==> config.mk <==
export PLATFORM = sky130hd
export DESIGN_NAME = http_request_byte_parser
export DESIGN_NICKNAME = d
export VERILOG_FILES = /design/src/rtl/core/hrbp_pkg.sv /design/src/rtl/core/http_request_byte_parser.sv
export SDC_FILE = /design/constraint.sdc
export NUM_CORES = 1
export LEC_CHECK = 0
export BUFFER_PORTS_ARGS = -buffer_cell sky130_fd_sc_hd__buf_2
export CAP_MARGIN = 20
export CORE_UTILIZATION = 45
export DETAILED_ROUTE_END_ITERATION = 10
export PLACE_DENSITY = 0.65
export REMOVE_ABC_BUFFERS = 1
export SLEW_MARGIN = 10
export SYNTH_ARGS = -nofsm -noshare
export SYNTH_HDL_FRONTEND = slang
export SYNTH_SLANG_ARGS = --single-unit
==> constraint.sdc <==
create_clock -name clk -period 6.2 [get_ports clk]
set_clock_uncertainty 0.05 [all_clocks]
set_input_delay 0.31 -clock clk [delete_from_list [all_inputs] [get_ports clk]]
set_output_delay 0.31 -clock clk [all_outputs]
set_load 0.005 [all_outputs]
==> src/rtl/core/hrbp_pkg.sv <==
// Shared constants, codes and character-class functions for the HTTP request byte parser.
package hrbp_pkg;

    // Width of the Content-Length accumulator and the body counter.
    localparam int LENGTH_BITS = 32;
    localparam int DECL_BITS   = 32;
    localparam int KEY_LEN     = 14;

    // Part tags
    localparam logic [3:0] PART_DELIM  = 4'd0;
    localparam logic [3:0] PART_METHOD = 4'd1;
    localparam logic [3:0] PART_PATH   = 4'd2;
    localparam logic [3:0] PART_PKEY   = 4'd3;
    localparam logic [3:0] PART_PVAL   = 4'd4;
    localparam logic [3:0] PART_PROTO  = 4'd5;
    localparam logic [3:0] PART_VER    = 4'd6;
    localparam logic [3:0] PART_HKEY   = 4'd7;
    localparam logic [3:0] PART_HVAL   = 4'd8;
    localparam logic [3:0] PART_BODY   = 4'd9;

    // Status codes
    localparam logic [2:0] ST_BUSY       = 3'd0;
    localparam logic [2:0] ST_COMPLETE   = 3'd1;
    localparam logic [2:0] ST_BAD_METHOD = 3'd2;
    localparam logic [2:0] ST_BAD_URL    = 3'd3;
    localparam logic [2:0] ST_BAD_PROTO  = 3'd4;
    localparam logic [2:0] ST_BAD_HEADER = 3'd5;
    localparam logic [2:0] ST_BAD_CRLF   = 3'd6;
    localparam logic [2:0] ST_INVALID    = 3'd7;

    // Header value scan steps
    localparam logic [3:0] SCAN_NONE  = 4'd0;
    localparam logic [3:0] SCAN_WS    = 4'd1;
    localparam logic [3:0] SCAN_SIGN  = 4'd2;
    localparam logic [3:0] SCAN_DIGIT = 4'd3;
    localparam logic [3:0] SCAN_STOP  = 4'd4;
    localparam logic [3:0] KEY_MISS   = 4'd15;

    // Characters
    localparam logic [7:0] CH_TAB   = 8'h09;
    localparam logic [7:0] CH_LF    = 8'h0A;
    localparam logic [7:0] CH_FF    = 8'h0C;
    localparam logic [7:0] CH_CR    = 8'h0D;
    localparam logic [7:0] CH_SP    = 8'h20;
    localparam logic [7:0] CH_CTL   = 8'h1F;
    localparam logic [7:0] CH_DEL   = 8'h7F;
    localparam logic [7:0] CH_SLASH = 8'h2F;
    localparam logic [7:0] CH_QUEST = 8'h3F;
    localparam logic [7:0] CH_AMP   = 8'h26;
    localparam logic [7:0] CH_EQ    = 8'h3D;
    localparam logic [7:0] CH_COLON = 8'h3A;
    localparam logic [7:0] CH_DOT   = 8'h2E;
    localparam logic [7:0] CH_PLUS  = 8'h2B;
    localparam logic [7:0] CH_MINUS = 8'h2D;

    // "Content-Length"
    localparam logic [7:0] LEN_KEY [KEY_LEN] = '{
        8'h43, 8'h6F, 8'h6E, 8'h74, 8'h65, 8'h6E, 8'h74,
        8'h2D, 8'h4C, 8'h65, 8'h6E, 8'h67, 8'h74, 8'h68
    };

    function automatic logic is_blank(input logic [7:0] c);
        return (c == CH_SP) || (c == CH_TAB);
    endfunction

    function automatic logic is_upper(input logic [7:0] c);
        return (c >= 8'h41) && (c <= 8'h5A);
    endfunction

    function automatic logic is_digit(input logic [7:0] c);
        return (c >= 8'h30) && (c <= 8'h39);
    endfunction

    function automatic logic url_bad(input logic [7:0] c);
        logic bad;
        case (c)
            8'h20, 8'h21, 8'h23, 8'h24, 8'h26, 8'h28, 8'h29, 8'h2A, 8'h2B,
            8'h2C, 8'h3A, 8'h3B, 8'h3C, 8'h3D, 8'h3E, 8'h3F, 8'h40, 8'h5B,
            8'h27, 8'h5C, 8'h5D, 8'h5E, 8'h60, 8'h7C: bad = 1'b1;
            default: bad = (c <= CH_CTL) || (c == CH_DEL);
        endcase
        return bad;
    endfunction

    function automatic logic hkey_bad(input logic [7:0] c);
        logic bad;
        case (c)
            8'h20, 8'h2C, 8'h3B, 8'h3C, 8'h3D, 8'h3E, 8'h40, 8'h5C, 8'h5E,
            8'h60, 8'h7C: bad = 1'b1;
            default: bad = (c <= CH_CTL) || (c == CH_DEL);
        endcase
        return bad;
    endfunction

endpackage

==> src/rtl/core/http_request_byte_parser.sv <==
// Streaming HTTP request parser: one byte in, one tagged word out per cycle while the output is not stalled.
// A word accepted at the input shows on the output in the next cycle, from the output register.
// Throughput: one word per cycle; the only register stage is the output register,
// and the input stalls only while that register holds a word the sink is stalling.
// Reset (rst_n low, asynchronous): parser goes to the start state, length and body
// counters clear, the output register empties.
module http_request_byte_parser
    import hrbp_pkg::*;
(
    input  logic                 clk,
    input  logic                 rst_n,
    input  logic                 in_valid,
    output logic                 in_stall,
    input  logic [7:0]           data_byte,
    input  logic                 start_new,
    output logic                 out_valid,
    input  logic                 out_stall,
    output logic [7:0]           echo_byte,
    output logic [3:0]           part,
    output logic                 field_start,
    output logic [2:0]           status,
    output logic [DECL_BITS-1:0] declared_length
);

    // Grammar position. Codes past PH_INVALID have no meaning and fall to invalid.
    typedef enum logic [4:0] {
        PH_START, PH_METHOD, PH_PRE_URL, PH_URL, PH_PRE_PKEY, PH_PKEY,
        PH_PRE_PVAL, PH_PVAL, PH_PRE_PROTO, PH_PROTO, PH_PRE_VER, PH_VER,
        PH_CR, PH_CRLF, PH_HKEY, PH_PRE_HVAL, PH_HVAL, PH_CRLFCR, PH_BODY,
        PH_COMPLETE, PH_BAD_METHOD, PH_BAD_URL, PH_BAD_PROTO, PH_BAD_HEADER,
        PH_BAD_CRLF, PH_INVALID
    } phase_t;

    localparam logic [LENGTH_BITS-1:0] LEN_MAX = '1;

    // Parser state
    phase_t                 phase_reg, phase_next;
    logic [3:0]             kmi_reg, kmi_next;      // key match index / value scan step
    logic                   key_len_reg, key_len_next;
    logic                   len_seen_reg, len_seen_next;
    logic                   len_neg_reg, len_neg_next;
    logic [LENGTH_BITS-1:0] len_val_reg, len_val_next;
    logic [LENGTH_BITS-1:0] body_left_reg, body_left_next;

    // Output register
    logic                   out_valid_reg;
    logic [7:0]             echo_reg;
    logic [3:0]             part_reg, part_next;
    logic                   fs_reg, fs_next;
    logic [2:0]             status_reg, status_next;
    logic [DECL_BITS-1:0]   decl_reg, decl_next;

    logic                   in_acc;
    logic [7:0]             c;

    // Working copies after the optional restart
    phase_t                 ph_cur;
    logic [3:0]             kmi_cur;
    logic                   key_len_cur;
    logic                   len_seen_cur;
    logic                   len_neg_cur;
    logic [LENGTH_BITS-1:0] len_val_cur;
    logic [LENGTH_BITS-1:0] body_left_cur;

    // value * 10 + digit, four guard bits show overflow
    logic [LENGTH_BITS+3:0] len_mul;
    logic                   len_ovf;
    logic                   restart;

    logic [LENGTH_BITS+DECL_BITS-1:0] len_ext;

    assign in_stall = out_valid_reg && out_stall;
    assign in_acc   = in_valid && !in_stall;
    assign c        = data_byte;

    // A completed request restarts on the next word, same as start_new.
    assign restart = start_new || (phase_reg == PH_COMPLETE);

    always_comb
    begin
        ph_cur        = restart ? PH_START : phase_reg;
        kmi_cur       = restart ? SCAN_NONE : kmi_reg;
        key_len_cur   = restart ? 1'b0 : key_len_reg;
        len_seen_cur  = restart ? 1'b0 : len_seen_reg;
        len_neg_cur   = restart ? 1'b0 : len_neg_reg;
        len_val_cur   = restart ? '0 : len_val_reg;
        body_left_cur = restart ? '0 : body_left_reg;
    end

    assign len_mul = ({4'b0, len_val_cur} << 3) + ({4'b0, len_val_cur} << 1)
                   + (LENGTH_BITS+4)'(c[3:0]);
    assign len_ovf = |len_mul[LENGTH_BITS+3:LENGTH_BITS];

    // Next-state and result logic
    always_comb
    begin
        phase_next     = ph_cur;
        kmi_next       = kmi_cur;
        key_len_next   = key_len_cur;
        len_seen_next  = len_seen_cur;
        len_neg_next   = len_neg_cur;
        len_val_next   = len_val_cur;
        body_left_next = body_left_cur;
        part_next      = PART_DELIM;
        fs_next        = 1'b0;

        case (ph_cur)
            PH_START:
            begin
                if (is_blank(c) || c == CH_CR || c == CH_LF) begin
                    // leading junk skipped
                end else if (is_upper(c)) begin
                    phase_next = PH_METHOD;
                    part_next  = PART_METHOD;
                    fs_next    = 1'b1;
                end else begin
                    phase_next = PH_BAD_METHOD;
                end
            end
            PH_METHOD:
            begin
                if (is_upper(c))       part_next  = PART_METHOD;
                else if (is_blank(c))  phase_next = PH_PRE_URL;
                else                   phase_next = PH_BAD_METHOD;
            end
            PH_PRE_URL:
            begin
                if (c == CH_SLASH) begin
                    phase_next = PH_URL;
                    part_next  = PART_PATH;
                    fs_next    = 1'b1;
                end else begin
                    phase_next = PH_BAD_URL;
                end
            end
            PH_URL:
            begin
                if (c == CH_QUEST)     phase_next = PH_PRE_PKEY;
                else if (is_blank(c))  phase_next = PH_PRE_PROTO;
                else if (url_bad(c))   phase_next = PH_BAD_URL;
                else                   part_next  = PART_PATH;
            end
            PH_PRE_PKEY:
            begin
                if (url_bad(c)) begin
                    phase_next = PH_BAD_URL;
                end else begin
                    phase_next = PH_PKEY;
                    part_next  = PART_PKEY;
                    fs_next    = 1'b1;
                end
            end
            PH_PKEY:
            begin
                if (c == CH_EQ)        phase_next = PH_PRE_PVAL;
                else if (url_bad(c))   phase_next = PH_BAD_URL;
                else                   part_next  = PART_PKEY;
            end
            PH_PRE_PVAL:
            begin
                if (url_bad(c)) begin
                    phase_next = PH_BAD_URL;
                end else begin
                    phase_next = PH_PVAL;
                    part_next  = PART_PVAL;
                    fs_next    = 1'b1;
                end
            end
            PH_PVAL:
            begin
                if (c == CH_AMP)       phase_next = PH_PRE_PKEY;
                else if (is_blank(c))  phase_next = PH_PRE_PROTO;
                else if (url_bad(c))   phase_next = PH_BAD_URL;
                else                   part_next  = PART_PVAL;
            end
            PH_PRE_PROTO:
            begin
                if (is_upper(c)) begin
                    phase_next = PH_PROTO;
                    part_next  = PART_PROTO;
                    fs_next    = 1'b1;
                end else begin
                    phase_next = PH_BAD_PROTO;
                end
            end
            PH_PROTO:
            begin
                if (is_upper(c))         part_next  = PART_PROTO;
                else if (c == CH_SLASH)  phase_next = PH_PRE_VER;
                else                     phase_next = PH_BAD_PROTO;
            end
            PH_PRE_VER:
            begin
                if (is_digit(c)) begin
                    phase_next = PH_VER;
                    part_next  = PART_VER;
                    fs_next    = 1'b1;
                end else begin
                    phase_next = PH_BAD_PROTO;
                end
            end
            PH_VER:
            begin
                if (c == CH_CR)                        phase_next = PH_CR;
                else if (is_digit(c) || c == CH_DOT)   part_next  = PART_VER;
                else                                   phase_next = PH_BAD_PROTO;
            end
            PH_CR:
            begin
                phase_next = (c == CH_LF) ? PH_CRLF : PH_BAD_CRLF;
            end
            PH_CRLF:
            begin
                if (c == CH_CR) begin
                    phase_next = PH_CRLFCR;
                end else if (hkey_bad(c)) begin
                    phase_next = PH_BAD_HEADER;
                end else begin
                    phase_next = PH_HKEY;
                    part_next  = PART_HKEY;
                    fs_next    = 1'b1;
                    kmi_next   = (c == LEN_KEY[0]) ? 4'd1 : KEY_MISS;
                end
            end
            PH_HKEY:
            begin
                if (c == CH_COLON) begin
                    phase_next   = PH_PRE_HVAL;
                    key_len_next = (kmi_cur == 4'(KEY_LEN));
                end else if (hkey_bad(c)) begin
                    phase_next = PH_BAD_HEADER;
                end else begin
                    part_next = PART_HKEY;
                    if (kmi_cur < 4'(KEY_LEN) && c == LEN_KEY[kmi_cur])
                        kmi_next = kmi_cur + 4'd1;
                    else
                        kmi_next = KEY_MISS;
                end
            end
            PH_PRE_HVAL:
            begin
                if (!is_blank(c)) begin
                    phase_next = PH_BAD_HEADER;
                end else begin
                    phase_next = PH_HVAL;
                    kmi_next   = SCAN_NONE;
                    if (key_len_cur) begin
                        len_seen_next = 1'b1;
                        len_neg_next  = 1'b0;
                        len_val_next  = '0;
                    end
                end
            end
            PH_HVAL:
            begin
                if (c == CH_CR) begin
                    phase_next   = PH_CR;
                    key_len_next = 1'b0;
                end else begin
                    part_next = PART_HVAL;
                    fs_next   = (kmi_cur == SCAN_NONE);
                    if (!key_len_cur) begin
                        kmi_next = SCAN_STOP;
                    end else if (kmi_cur <= SCAN_WS
                                 && (c == CH_SP || (c >= CH_TAB && c <= CH_FF))) begin
                        kmi_next = SCAN_WS;
                    end else if (kmi_cur <= SCAN_WS && (c == CH_PLUS || c == CH_MINUS)) begin
                        if (c == CH_MINUS)
                            len_neg_next = 1'b1;
                        kmi_next = SCAN_SIGN;
                    end else if (kmi_cur <= SCAN_DIGIT && is_digit(c)) begin
                        if (len_ovf) begin
                            // saturate and poison the length
                            len_val_next = LEN_MAX;
                            len_neg_next = 1'b1;
                            kmi_next     = SCAN_STOP;
                        end else begin
                            len_val_next = len_mul[LENGTH_BITS-1:0];
                            kmi_next     = SCAN_DIGIT;
                        end
                    end else begin
                        kmi_next = SCAN_STOP;
                    end
                end
            end
            PH_CRLFCR:
            begin
                if (c != CH_LF) begin
                    phase_next = PH_BAD_CRLF;
                end else if (len_seen_cur && len_neg_cur && len_val_cur != '0) begin
                    phase_next = PH_BAD_HEADER;
                end else if (!len_seen_cur || len_val_cur == '0) begin
                    phase_next = PH_COMPLETE;
                end else begin
                    phase_next     = PH_BODY;
                    body_left_next = len_val_cur;
                end
            end
            PH_BODY:
            begin
                part_next = PART_BODY;
                fs_next   = (body_left_cur == len_val_cur);
                if (body_left_cur != '0)
                    body_left_next = body_left_cur - LENGTH_BITS'(1);
                if (body_left_next == '0)
                    phase_next = PH_COMPLETE;
            end
            PH_COMPLETE, PH_BAD_METHOD, PH_BAD_URL, PH_BAD_PROTO,
            PH_BAD_HEADER, PH_BAD_CRLF, PH_INVALID:
            begin
                // sticky
            end
            default:
            begin
                phase_next = PH_INVALID;
            end
        endcase
    end

    // Status after this word
    always_comb
    begin
        case (phase_next)
            PH_COMPLETE:   status_next = ST_COMPLETE;
            PH_BAD_METHOD: status_next = ST_BAD_METHOD;
            PH_BAD_URL:    status_next = ST_BAD_URL;
            PH_BAD_PROTO:  status_next = ST_BAD_PROTO;
            PH_BAD_HEADER: status_next = ST_BAD_HEADER;
            PH_BAD_CRLF:   status_next = ST_BAD_CRLF;
            PH_INVALID:    status_next = ST_INVALID;
            default:       status_next = (phase_next < PH_COMPLETE) ? ST_BUSY : ST_INVALID;
        endcase
    end

    // Reported length saturates at the output width.
    assign len_ext   = {{DECL_BITS{1'b0}}, len_val_next};
    assign decl_next = (|len_ext[LENGTH_BITS+DECL_BITS-1:DECL_BITS])
                     ? {DECL_BITS{1'b1}} : len_ext[DECL_BITS-1:0];

    always_ff @(posedge clk or negedge rst_n)
    begin
        if (!rst_n) begin
            phase_reg     <= PH_START;
            kmi_reg       <= SCAN_NONE;
            key_len_reg   <= 1'b0;
            len_seen_reg  <= 1'b0;
            len_neg_reg   <= 1'b0;
            len_val_reg   <= '0;
            body_left_reg <= '0;
            out_valid_reg <= 1'b0;
        end else begin
            if (in_acc) begin
                phase_reg     <= phase_next;
                kmi_reg       <= kmi_next;
                key_len_reg   <= key_len_next;
                len_seen_reg  <= len_seen_next;
                len_neg_reg   <= len_neg_next;
                len_val_reg   <= len_val_next;
                body_left_reg <= body_left_next;
                out_valid_reg <= 1'b1;
            end else if (!out_stall) begin
                out_valid_reg <= 1'b0;
            end
        end
    end

    // Output payload, no reset needed
    always_ff @(posedge clk)
    begin
        if (in_acc) begin
            echo_reg   <= c;
            part_reg   <= part_next;
            fs_reg     <= fs_next;
            status_reg <= status_next;
            decl_reg   <= decl_next;
        end
    end

    assign out_valid       = out_valid_reg;
    assign echo_byte       = echo_reg;
    assign part            = part_reg;
    assign field_start     = fs_reg;
    assign status          = status_reg;
    assign declared_length = decl_reg;

endmodule
==> impl_metrics.py <==
metrics = {
    "sta": {
        "fin_crit_ps": 5743,
        "setup_viol": 0,
        "finalMaxSlewViolations": 0,
        "slew_headroom": 0.2967,
        "rsz0062_at_grt": "false",
        "max_slew.worst_pin.slew_ps": 1051,
        "timing.fmax_ghz": 0.1741,
        "final-hold-violation-count": 0,
        "period_share": 0.9263,
    },
    "final_layout": {
        "design_area_um2": 12570,
        "final_layout_size_suffix_gt1_frac": 0.1114,
        "synthToLayoutAreaGrowth_pct": 10.07,
        "layout.nets": 1537,
        "diodes": 0,
        "final_util": 0.5110,
        "filler_cell_count": 2406,
    },
    "placement": {
        "io_buffers": 62,
        "dp_hpwl_um": 31250,
        "routabilityCongestion": 0.9804,
        "placed_cell_area_um2": 11980,
    },
    "synthesis": {
        "synth.top_cell.area_share": 0.1687,
        "yosysMostFrequentCell": "nand2_1",
        "synth_edf_count": 48,
        "ys_top_cells_by_area": "dfrtp_1, edfxtp_1, ha_1, o21ai_0, nand2_1",
        "avgSynthCellArea_um2": 7.982,
        "synth_seq_area_share": 0.2949,
        "synth.largest_area_cell": "dfrtp_1",
        "ys_async_sr_fraction": 0.6160,
        "synthTopCellsByCount": "nand2_1, o21ai_0, nor2_1",
        "synth-main-ff-cell": "dfrtp_1",
        "synth_seq_cells": 125,
        "syn_inst": 1431,
        "yosysUniqueCellTypes": 96,
        "mappedNetlistArea_um2": 11420,
        "ys_warn_count": 0,
    },
    "routing": {
        "ant_nets": 0,
        "first_pass_iters": 7,
        "drc": 0,
        "vias": 11960,
        "avgViaCountPerCell": 6.690,
        "totalWireLength_um": 42120,
        "wl_per_cell_um": 23.57,
        "drtIter0Drc": 1480,
    },
    "worst_setup_path": {
        "rr_startpoint": "phase_reg[3]",
        "crit_start": "phase_reg[3]",
        "end_kind": "flip-flop",
        "cp.arrival_ps": 6000,
        "path_class": "flip-flop to flip-flop",
        "start_kind": "flip-flop",
        "crit_fanout": 27,
        "required_ps": 6460,
    },
    "worst_hold_path": {
        "holdCritPathClass": "input pin to flip-flop",
        "hold_start": "in_valid",
    },
    "clock_network": {
        "cts_buffers": 17,
        "post_cts_resize_count": 0,
        "cts-htree-levels": 4,
        "numClockSinks": 125,
        "clk_pin_slew_ps": 70,
        "cts_root_buf": "clkbuf_16",
        "cts_buffer_depth": 2,
        "clk_latency_ps": 440,
        "cts_tree": "yes",
    },
    "global_route": {
        "grt_max_degree": 74,
        "grt_pass1_wl_um": 65970,
        "grt_usage": 0.3260,
        "grt_antenna_before_repair": 0,
        "grt_pass1_vias": 11120,
        "overflow": 0,
    },
    "die": {
        "die_x_um": 161.3,
        "ioPinCount": 63,
        "die-height_um": 161.3,
        "coreArea_um2": 24600,
        "fp-row-count": 57,
        "die_area_um2": 26020,
        "start_util": 0.4642,
    },
    "power": {
        "vdd_drop_max_v": 0.0002174,
        "power_density_nw_per_um2": 213.6,
        "leakagePower_nw": 5.341,
    },
    "flow_run": {
        "maxCapViolCount": 0,
    },
    "status": {
        "outcome": "finished clean",
    },
}
-- worst paths after layout --
path / end / slack, ps / cells past startpoint
max in group asynchronous: phase_reg[3] / 4710 / 3
min in group asynchronous: body_left_reg[11] / 230 / 2
min: out_valid / 40 / 2
max: len_val_reg[15] / 460 / 16
max reg2reg: len_val_reg[15] / 460 / 16
min reg2reg: body_left_reg[3] / 480 / 2
-- cell families (layout without fill, tap and decap cells) --
kind of cell | Yosys count | in the layout | share of synthesized area
simple gates | 525 | 525 | 0.2295
compound gates | 504 | 504 | 0.2932
buf+inv | 139 | 171 | 0.04907
flops | 125 | 125 | 0.2949
fa+ha+maj | 74 | 74 | 0.08237
xor+xnor | 54 | 54 | 0.04141
mux | 10 | 10 | 0.009530
-- where the power goes --
group          switching [W]  internal, W
Combinational       0.000437     0.000236
Sequential         0.0000765     0.000908
Clock               0.000483     0.000545
-- cell usage in the layout, fill, tap and decap left out, types with 11 or more instances in the layout --
cell / instances
a211oi_1: 15
a21o_1: 14
a21oi_1: 102
a22oi_1: 17
a31oi_1: 18
and2_1: 25
and3_1: 14
buf_2: 61
buf_4: 25
clkbuf_16: 17
dfrtp_1: 77
edfxtp_1: 48
ha_1: 72
inv_1: 50
nand2_1: 159
nand2b_1: 12
nand3_1: 51
nand4_1: 20
nor2_1: 116
nor2b_1: 12
nor3_1: 37
nor4_1: 24
o211ai_1: 18
o21ai_0: 143
o21ai_1: 11
o22ai_1: 20
o31ai_1: 11
xnor2_1: 29
xor2_1: 25
-- critical path, stage by stage, from the launching register on --
cell       delay, ps
dfrtp_1          570
and4bb_2         330
a21oi_4          460
nand2_1          180
inv_1            140
fa_1             470
ha_1             360
a211oi_2         250
o21bai_1         190
o2111ai_4        320
a211oi_2         160
o41a_1           430
a2111oi_4        520
nand3_4          390
buf_4            320
nor4_1           300
o21ai_0          150
-- per-layer routing --
| metal | wire (µm) | GRT usage |
|---|---|---|
| met1 | 17980 | 0.4592 |
| met2 | 18950 | 0.5057 |
| met3 | 3965 | 0.05239 |
| met4 | 1230 | 0.1115 |
| met5 | 0 | 0 |
-- cell type report --
type | instances | area, µm² | share of cell area
timing repair buffer | 87 | 503.0 | 0.04001
inverter | 52 | 196.4 | 0.01562
tap | 324 | 405.4 | 0.03225
sequential | 125 | 3368 | 0.2679
clock buffer | 17 | 425.4 | 0.03384
multi-input combinational | 1167 | 7512 | 0.5975
clock inverter | 15 | 161.4 | 0.01284
-- through the flow --
step	hold slack, ps	TNS (ps)	cells	total power, W	setup slack [ps]
after floorplan	-35.59	-2.896	1344	0.001409	-2.896
after global placement	143.7	0	1754	0.001653	769.3
after detailed placement	145.6	0	1754	0.001651	618.3
after CTS	36.97	0	1787	0.002668	549.6
after global routing	62.09	0	1787	0.002784	45.30
final	35.76	0	1787	0.002686	457.1
-- what timing repair did --
action	CTS	global route
buffers inserted	0	0
endpoints found under the hold margin	16	0
hold buffers	1	0
Power figures use the tool's default switching activity.
